`src/rtl/gga_pkg.sv`:
```
// Shared constants, types and codes for the greedy graph aggregation core.
package gga_pkg;

  // Graph size and derived widths
  localparam int MAX_VERTICES = 1024;
  localparam int VX_W = (MAX_VERTICES > 2) ? $clog2(MAX_VERTICES) : 1;
  localparam logic [VX_W-1:0] VX_LAST = VX_W'(MAX_VERTICES - 1);

  // Field widths of the words on the ports
  localparam int NB_W   = 10;
  localparam int ID_W   = 11;
  localparam int KIND_W = 2;

  // Aggregate counter saturates here
  localparam logic [ID_W-1:0] AGG_LIMIT = '1;

  // Result queue depth
  localparam int RES_DEPTH = 4;
  localparam int RES_PW    = $clog2(RES_DEPTH);
  localparam int RES_CW    = RES_PW + 1;

  typedef enum logic [KIND_W-1:0] {
    KIND_JOINED   = 2'd0,
    KIND_ROOT     = 2'd1,
    KIND_ISOLATED = 2'd2
  } kind_t;

  typedef struct packed {
    logic [NB_W-1:0] vertex;
    kind_t           kind;
    logic [ID_W-1:0] aggregate_id;
    logic [ID_W-1:0] aggregate_count;
    logic            last;
  } result_t;

  // One marker store write: enable, entry, aggregate id
  typedef struct packed {
    logic            en;
    logic [VX_W-1:0] addr;
    logic [ID_W-1:0] data;
  } mark_wr_t;

endpackage

```
`src/rtl/gga_res_fifo.sv`:
```
// Small result queue between the marker pipeline and the output channel.
module gga_res_fifo import gga_pkg::*; (
  input  logic              clk,
  input  logic              rst,
  input  logic              push,
  input  result_t           push_word,
  output logic              valid,
  input  logic              ready,
  output result_t           word,
  output logic [RES_CW-1:0] count
);

  result_t           slots [RES_DEPTH];
  logic [RES_PW-1:0] wr_ptr;
  logic [RES_PW-1:0] rd_ptr;
  logic              pop;

  assign valid = (count != '0);
  assign pop   = valid && ready;
  assign word  = slots[rd_ptr];

  // Store the pushed word
  always_ff @(posedge clk) begin
    if (push) begin
      slots[wr_ptr] <= push_word;
    end
  end

  // Advance pointers and occupancy
  always_ff @(posedge clk) begin
    if (rst) begin
      wr_ptr <= '0;
      rd_ptr <= '0;
      count  <= '0;
    end else begin
      if (push) begin
        wr_ptr <= wr_ptr + RES_PW'(1);
      end
      if (pop) begin
        rd_ptr <= rd_ptr + RES_PW'(1);
      end
      if (push && !pop) begin
        count <= count + RES_CW'(1);
      end else if (pop && !push) begin
        count <= count - RES_CW'(1);
      end
    end
  end

endmodule

```
`config.mk`:
```
export PLATFORM = sky130hd
export DESIGN_NAME = gga_res_fifo
export DESIGN_NICKNAME = d
export VERILOG_FILES = /design/src/rtl/gga_pkg.sv /design/src/rtl/gga_res_fifo.sv
export SDC_FILE = /design/constraint.sdc
export NUM_CORES = 1
export LEC_CHECK = 0
export BUFFER_PORTS_ARGS = -buffer_cell sky130_fd_sc_hd__clkbuf_2
export CAP_MARGIN = 10
export CORE_AREA = 10 10 136 101
export DETAILED_ROUTE_END_ITERATION = 8
export DIE_AREA = 0 0 146 111
export HOLD_SLACK_MARGIN = 0.15
export PLACE_DENSITY_LB_ADDON = 0.05
export SYNTH_ARGS = -nofsm -noshare
export SYNTH_HDL_FRONTEND = slang
export SYNTH_SLANG_ARGS = --single-unit
```
`constraint.sdc`:
```
create_clock -name clk -period 2.15 [get_ports clk]
set_clock_uncertainty 0.15 [all_clocks]
set_input_delay 0.3225 -clock clk [delete_from_list [all_inputs] [get_ports clk]]
set_output_delay 0.3225 -clock clk [all_outputs]
set_load 0.02 [all_outputs]
```
==> results of run 1 <==
[cell type report]
cell class,instances,area [um2]
fill,797,4093
timing repair buffer,129,997.2
clock inverter,7,83.83
inverter,3,11.26
clock buffer,22,444.2
sequential,149,4389
tap,157,196.4
multi-input combinational,65,1057
[sequential cells by signal, summed over array words and instances (netlist names), named ones only]
name / count
wr_ptr: 2
slots: 140
rd_ptr: 2
count: 3
[per-stage QoR]
step                cells  power [uW]
finish                532        8286
global placement      463        5429
CTS                   531        8323
floorplan             226        4882
global route          532        8644
detailed placement    463        5437
[worst max-delay path, delay by kind of cell (launching register included)]
kind | cells | cell delay [ns]
buf+inv | 2 | 0.35
flops | 1 | 0.42
mux | 1 | 0.55
[metal layers]
metal	global-route usage [%]	vias up
li1	-	1227
met1	16.84	1360
met2	19.87	63
met3	4.608	10
met4	3.526	0
met5	0	-
[cell usage after synthesis (all sizes together)]
cell,number,area [um2]
mux2i,2,20.02
ha,5,62.56
buf,7,86.33
a21oi,1,5.000
inv,3,11.26
dfxtp,9,180.2
edfxtp,140,4204
mux4,35,807.0
xor2,4,35.03
fa,1,20.02
clkbuf,2,8.750
or3,2,12.51
nor2,7,26.28
o31ai,1,7.510
o311ai,1,8.760
and2,4,25.02
xnor2,1,8.760
o21ai,1,5.000
[kinds of logic after synthesis]
kind of cell | share of synthesized area (%)
AOI/OAI and AO/OA | 0.4747
muxes | 14.94
DFF | 79.22
buffers and inverters | 1.922
adders and majority gates | 1.492
xor gates and xnor gates | 0.7913
and+or+nand+nor | 1.153
[timing repair]
item / 4_1_cts / 5_1_grt
setup buffers: 1 / 1
hold buffers: 37 / 0
endpoints found under the setup margin: 34 / 36
hold endpoints to repair: 149 / 0
gates cloned: 1 / 0
pin swaps: 0 / 3
resized for setup: 14 / 37
[worst max path at each step]
stage,start,end,cells past startpoint
floorplan,count[2],count[2],7
global placement,count[2],count[2],7
global route,flop,word[24],3
CTS,flop,word[26],3
finish,flop,word[26],3
detailed placement,count[2],count[2],7
[power by group]
group / switching (uW) / internal [uW]
clock: 993 / 1670
combinational: 1090 / 1070
sequential: 91.7 / 3370
==> qor.csv, run 1 <==
stage;metric;value;unit
critical_path;worstSetupPathType;flop to primary output;
layout;syn2layout_area_growth;29.73;%
place;dp_worst_setup_slack;0.03022;ns
power_and_ir_drop;power.density;1154;mW/mm2
logic_synthesis;synth_seq_area_share;79.22;%
layout;final_cell_mix;edfxtp_1, clkbuf_2, dlygate4sd3_1, mux4_2, buf_2;
timing;timing.hold.ws;0.1933;ns
clock_network;cts.sinks;149;
layout;diodes;0;
worst_hold_path;hold_class;input port to flop;
logic_synthesis;ys_warn_count;0;
critical_path;reg2reg_from;count[0];
worst_hold_path;hold_depth;4;
clock_network;cts_made_buffers;17;
worst_hold_path;worstHoldStart;ready;
grt;grt_first_pass_wirelength;16060;um
timing;finalCriticalPeriod;2.193;ns
floorplanning;die_h;111;um
floorplanning;row_count;33;
grt;grt_pass1_vias;2952;
drt;met3WireLength;421;um
layout;drive_gt1_share;41.33;%
job;drv_cap;0;
drt;drt_iter0_drc;136;
logic_synthesis;ys_ff_latch;149;
floorplanning;coreArea;0.01127;mm2
logic_synthesis;synthesis.instances;226;
critical_path;critPathCaptureType;primary output;
logic_synthesis;syn_area;0.005534;mm2
drt;via_count;2660;
critical_path;cp_max_fo;10;
critical_path;cp_slowest_cell;mux4_1;
critical_path;cp-start-kind;flop;
power_and_ir_drop;ir_drop;0.0007731;V
run_status;violations;negative setup slack;
timing;maxSlewViolCount;0;
place;io_buffers;77;
critical_path;crit_path_cell_trace;buf_12, mux4_1, buf_2;
floorplanning;dieArea;0.01621;mm2
timing;rsz0062_at_grt;yes;
place;hpwl;6241;um
layout;design_area;0.007179;mm2
drt;drc;0;
run_status;status;complete, but fails checks;
clock_network;cts_buffer_depth;2;
clock_network;insertion_delay;0.40;ns
grt;gr-total-overflow;0;
critical_path;required;1.68;ns
timing;fin_crit_sh;102.0;%
clock_network;cts_root_buf;clkbuf_16;
logic_synthesis;synth_nets;271;
clock_network;cts.clk_slew.worst_paths;0.05;ns
layout;num-nets-final;410;
logic_synthesis;syn_avg_cell_area;24.49;um2
critical_path;ff2ff_path_depth;7;
grt;grt_max_degree;36;
drt;vias_per_cell;5.000;
place;gp_congestion;0.6653;
timing;finalHoldViolCount;0;
place;place_area;0.006161;mm2
layout;final_common_cell;edfxtp_1;
timing;setup_viol;15;
critical_path;rrSetupSlack;0.09;ns
drt;drt-met1-wl;4816;um
logic_synthesis;ys_types;22;
layout;final_util;63.69;%
drt;wl_met2;4838;um
drt;drtAntennaViolNets;0;
timing;relSlewSlack;34.43;%
critical_path;crit_path_max_incr_delay;0.55;ns
clock_network;cts_tree;done;
drt;dr.max_layer_used;met4;
floorplanning;start_util;49.10;%
timing;worst_pin_slew;0.9835;ns
drt;wl_per_cell;19.08;um
timing;setup_tns;-0.2360;ns
grt;grt_util_all_layers;12.84;%
drt;drt-pass1-iter-count;4;
clock_network;htree_levels;4;
timing;setup_ws;-0.04275;ns
critical_path;timing.rr.end;count[2];
timing;clock.fmax;456.0;MHz
floorplanning;die_w;146;um
drt;totalWireLength;10150;um
critical_path;cp.arrival;1.72;ns
floorplanning;pin_count;78;
grt;antenna_found_initial;0;
power_and_ir_drop;p_leak;0.002528;uW
Power figures use the tool's default switching activity.
==> inputs of run 2 (changes only) <==
Settings changed: SKIP_CTS_REPAIR_TIMING set to 1.
==> run 2 against run 1 <==
Net effect:
- the flow still finishes with violations (negative setup slack)
- worst setup slack gained 0.011 ns
- register-to-register slack is essentially flat
- critical path depth is the same
- utilization shrank 0.21 points
- die area is the same
- combinational power shrank 2%
- global-route usage shrank 0.53 points
- first-iteration DRC count grew 20%
- sequential power is essentially flat
- count of clock-buffer cells in the layout is the same
==> qor.csv, run 2 (synthesis results as in run 1) <==
stage;metric;value;unit
drt;drc;0;
place;io_buffers;77;
clock_network;cts.sinks;149;
critical_path;reg2reg_from;count[0];
clock_network;cts_buffer_depth;2;
drt;met3WireLength;474;um
floorplanning;pin_count;78;
layout;diodes;0;
timing;setup_tns;-0.2430;ns
floorplanning;die_w;146;um
floorplanning;die_h;111;um
clock_network;cts_tree;done;
critical_path;cp_slowest_cell;mux4_1;
critical_path;critPathCaptureType;primary output;
critical_path;ff2ff_path_depth;7;
power_and_ir_drop;ir_drop;0.0007937;V
timing;setup_viol;17;
drt;drtAntennaViolNets;0;
timing;finalCriticalPeriod;2.182;ns
layout;register_area;0.004389;mm2
grt;grt_max_degree;36;
timing;rsz0062_at_grt;yes;
timing;setup_ws;-0.03163;ns
place;hpwl;6241;um
place;gp_congestion;0.6653;
run_status;violations;negative setup slack;
floorplanning;row_count;33;
drt;totalWireLength;10230;um
place;placedCellCount;463;
drt;wl_met2;4905;um
timing;worst_pin_slew;0.9763;ns
critical_path;crit_path_max_incr_delay;0.55;ns
power_and_ir_drop;power.density;1150;mW/mm2
layout;drive_gt1_share;40.91;%
floorplanning;coreArea;0.01127;mm2
grt;grt_first_pass_wirelength;15280;um
layout;syn2layout_area_growth;29.30;%
clock_network;cts_root_buf;clkbuf_16;
critical_path;endpoint;word[26];
clock_network;cts.clk_slew.worst_paths;0.05;ns
critical_path;cp.arrival;1.71;ns
layout;largest-register;slots;
timing;clock.fmax;458.4;MHz
place;dp_worst_setup_slack;0.03022;ns
critical_path;cp_max_fo;10;
job;drv_cap;0;
clock_network;insertion_delay;0.40;ns
layout;multiInputGateArea;0.001061;mm2
critical_path;worstSetupPathType;flop to primary output;
power_and_ir_drop;p_leak;0.002520;uW
critical_path;rrSetupSlack;0.09;ns
critical_path;required;1.68;ns
drt;via_count;2682;
layout;fill_cells;799;
drt;vias_per_cell;5.051;
drt;wl_per_cell;19.26;um
layout;reg.largest.list;slots x140, count x3;
grt;gr-total-overflow;0;
timing;finalHoldViolCount;0;
grt;grt_util_all_layers;12.31;%
drt;drt_iter0_drc;163;
layout;final_common_cell;edfxtp_1;
timing;maxSlewViolCount;0;
run_status;status;complete, but fails checks;
clock_network;cts_made_buffers;17;
clock_network;htree_levels;4;
grt;antenna_found_initial;0;
critical_path;crit_path_cell_trace;buf_12, mux4_1, buf_2;
critical_path;cp-start-kind;flop;
critical_path;timing.rr.end;count[2];
floorplanning;start_util;49.10;%
worst_hold_path;hold_class;input port to flop;
drt;drt-pass1-iter-count;4;
floorplanning;dieArea;0.01621;mm2
layout;fin_cells;531;
layout;num-nets-final;409;
drt;drt-met1-wl;4768;um
timing;fin_crit_sh;101.5;%
grt;grt_pass1_vias;2759;
drt;dr.max_layer_used;met4;
layout;largest_register_ffs;140;
layout;final_cell_mix;edfxtp_1, clkbuf_2, dlygate4sd3_1, mux4_2, buf_2;
timing;relSlewSlack;34.91;%
-- run 2: cell types whose count changed in the layout (fill, tap and decap cells not counted) --
cell and change:
clkbuf_16 +1, buf_16 -1, mux4_1 +1, buf_8 -3, buf_4 -1, clkbuf_2 +2
buf_6 +2, mux4_2 -1, buf_2 -1
-- run 2: critical path: cells and delay by family, from the launching register on --
kind                   cells  cell delay (ns)
buffers and inverters      2             0.35
flip-flops                 1             0.42
multiplexers               1             0.55
-- run 2: cell type report --
cell class | instances | share of cell area (%)
Multi-Input combinational cell | 65 | 14.83
Inverter | 3 | 0.1574
Clock inverter | 7 | 1.172
Timing Repair Buffer | 128 | 13.55
Sequential cell | 149 | 61.34
Tap cell | 157 | 2.745
Clock buffer | 22 | 6.207
-- run 2: worst min-delay path by stage --
stage / startpoint / to / slack [ns] / cells after the start
after global placement: rd_ptr[1] / flop / 0.35 / 2
final: ready / flop / 0.20 / 4
after global routing: ready / rd_ptr[0] / 0.22 / 5
after CTS: push_word[18] / slots[1][18] / -0.03 / 1
after floorplan: push_word[0] / slots[0][0] / 0.27 / 0
after detailed placement: rd_ptr[1] / flop / 0.37 / 2
-- run 2: layer usage --
layer	vias to the layer above	global-route usage [%]
li1	1228	-
met1	1380	15.73
met2	65	18.75
met3	9	5.383
met4	0	3.526
met5	-	0
-- run 2: per-stage QoR --
step	hold WS, ns	cell area [um2]	total power (uW)	util (%)
final	0.1977	7156	8232	63.48
after global routing	0.2239	7156	8590	63.48
after CTS	-0.02988	6689	8107	59.34
after detailed placement	0.3703	6161	5437	54.66
after global placement	0.3507	6161	5429	54.66
after floorplan	0.2714	5539	4882	-
-- run 2: power breakdown --
| group | internal (uW) | total, uW | leakage, uW | switching [uW] |
|---|---|---|---|---|
| clock | 1670 | 2660 | 0.000261 | 989 |
| sequential | 3370 | 3460 | 0.00136 | 88.9 |
| combinational | 1030 | 2110 | 0.000898 | 1080 |
==> inputs of run 3 (changes only) <==
Settings changed: CORE_AREA 10 10 136 101 to 10 10 134 99, CTS_BUF_LIST set to sky130_fd_sc_hd__clkbuf_2, CTS_CLUSTER_DIAMETER set to 200, DIE_AREA 0 0 146 111 to 0 0 144 109.
==> run 3 against run 2 <==
Net effect:
- the run still ends with negative setup slack left
- via count up 1.4%
- register-to-register slack got worse by 0.14 ns
- count of clock-buffer cells in the layout decreased by 4
- power decreased by 7.2%
- cell area down 0.14%
- clock power down 40%
- combinational power is 22% higher
- non-clock buffer count grew 7
- first-iteration DRC count is 10% higher
- sequential cell count stayed put
- critical path type unchanged
- worst hold slack improved by 0.054 ns
- highest routed layer unchanged
- maximum frequency fell by 13%
- critical endpoint is now word[22]
==> qor.csv, run 3 (synthesis results as in run 1) <==
stage;metric;value;unit
timing;fin_crit_sh;116.0;%
clock_network;cts_buffer_depth;2;
power_and_ir_drop;ir_drop;0.0006501;V
place;io_buffers;77;
floorplanning;row_count;32;
layout;final_common_cell;edfxtp_1;
grt;grt_pass1_vias;2746;
critical_path;critPathCaptureType;primary output;
layout;fill_cells;724;
floorplanning;start_util;51.38;%
drt;drt-pass1-iter-count;4;
timing;setup_ws;-0.3447;ns
layout;diodes;0;
timing;worst_pin_slew;0.4118;ns
job;drv_cap;0;
grt;grt_first_pass_wirelength;15540;um
power_and_ir_drop;p_leak;0.002509;uW
timing;maxSlewViolCount;0;
layout;final_cell_mix;edfxtp_1, clkbuf_2, dlygate4sd3_1, mux4_2, buf_6;
timing;timing.hold.ws;0.2522;ns
clock_network;cts.clk_slew.worst_paths;0.20;ns
timing;setup_viol;36;
place;gp_congestion;0.7158;
clock_network;cts.sinks;149;
clock_network;cts_tree;done;
run_status;violations;negative setup slack;
layout;num-nets-final;416;
critical_path;cp-start-kind;flop;
grt;grt_max_degree;36;
drt;totalWireLength;10610;um
power_and_ir_drop;finalPower;7640;uW
timing;relSlewSlack;72.20;%
floorplanning;die_w;144;um
clock_network;cts_root_buf;clkbuf_2;
worst_hold_path;hold_class;input port to flop;
layout;reg.largest.list;slots x140, count x3;
critical_path;reg2reg_from;count[0];
clock_network;cts_made_buffers;17;
timing;finalCriticalPeriod;2.495;ns
critical_path;required;1.68;ns
drt;vias_per_cell;5.229;
grt;grt_util_all_layers;13.32;%
layout;drive_gt1_share;46.61;%
drt;drtAntennaViolNets;0;
layout;syn2layout_area_growth;29.12;%
drt;wl_per_cell;20.39;um
critical_path;rrSetupSlack;-0.05;ns
critical_path;cp.arrival;2.02;ns
drt;via_count;2719;
critical_path;cp_max_fo;7;
floorplanning;dieArea;0.01570;mm2
worst_hold_path;hold_depth;2;
timing;rsz0062_at_grt;yes;
critical_path;timing.rr.end;count[2];
power_and_ir_drop;power.density;1069;mW/mm2
place;hpwl;6258;um
critical_path;worstSetupPathType;flop to primary output;
timing;finalHoldViolCount;0;
floorplanning;die_h;109;um
critical_path;ff2ff_path_depth;8;
worst_hold_path;worstHoldStart;push_word[23];
timing;clock.fmax;400.8;MHz
layout;largest_register_ffs;140;
timing;setup_tns;-11.26;ns
floorplanning;pin_count;78;
run_status;status;complete, but fails checks;
worst_hold_path;holdPathEnd;slots[3][23];
layout;final_util;66.35;%
clock_network;htree_levels;4;
clock_network;insertion_delay;0.66;ns
drt;drt_iter0_drc;180;
grt;gr-total-overflow;0;
grt;antenna_found_initial;0;
drt;drc;0;
floorplanning;coreArea;0.01077;mm2
layout;largest-register;slots;
## run 3: cell types whose count changed in the layout (fill, tap and decap cells not counted), sizes merged
cell and delta:
buf +9, bufinv +1, clkbuf -7, clkinv +4
clkinvlp +2, dlygate4sd3 +1
## run 3: per-stage QoR
stage | cell area, um2 | worst slack [ns] | instances
after floorplan | 5539 | 0.01157 | 226
after global placement | 6185 | 0.05402 | 442
after detailed placement | 6185 | -0.03975 | 442
after CTS | 6436 | -0.4830 | 474
after global routing | 7146 | -0.4576 | 520
final | 7146 | -0.3447 | 520
## run 3: layout make-up
cell class / count / area [um2] / area share, %
sequential: 149 / 4393 / 61.48
timing repair buffer: 135 / 1262 / 17.67
multi-input combinational: 65 / 1057 / 14.80
tap: 136 / 170.2 / 2.381
clock inverter: 14 / 161.4 / 2.259
clock buffer: 18 / 90.09 / 1.261
inverter: 3 / 11.26 / 0.1576
## run 3: worst max-delay path, stage by stage, from the launching register on
cell	delay, ns
dfxtp_4	0.50
clkbuf_16	0.20
mux4_2	0.52
buf_6	0.15
## run 3: worst max path at each step
stage / to / slack (ns) / cells after the start
after floorplan: count[2] / 0.01 / 7
after global placement: count[2] / 0.05 / 7
after detailed placement: count[2] / -0.04 / 7
after CTS: word[34] / -0.48 / 3
after global routing: word[6] / -0.46 / 3
final: word[22] / -0.34 / 3
## run 3: metal layers
metal	wire length, um	GRT usage (%)	vias up
li1	-	-	1235
met1	4866	17.51	1410
met2	5067	20.16	58
met3	546	4.952	16
met4	125	4.578	0
met5	0	0	-
## run 3: power breakdown
part,internal (uW),leakage [uW],total [uW],switching [uW]
Sequential,3360,0.00136,3480,120
Combinational,1400,0.000993,2570,1170
Clock,644,0.000153,1590,945
Total,5410,0.00251,7640,2230
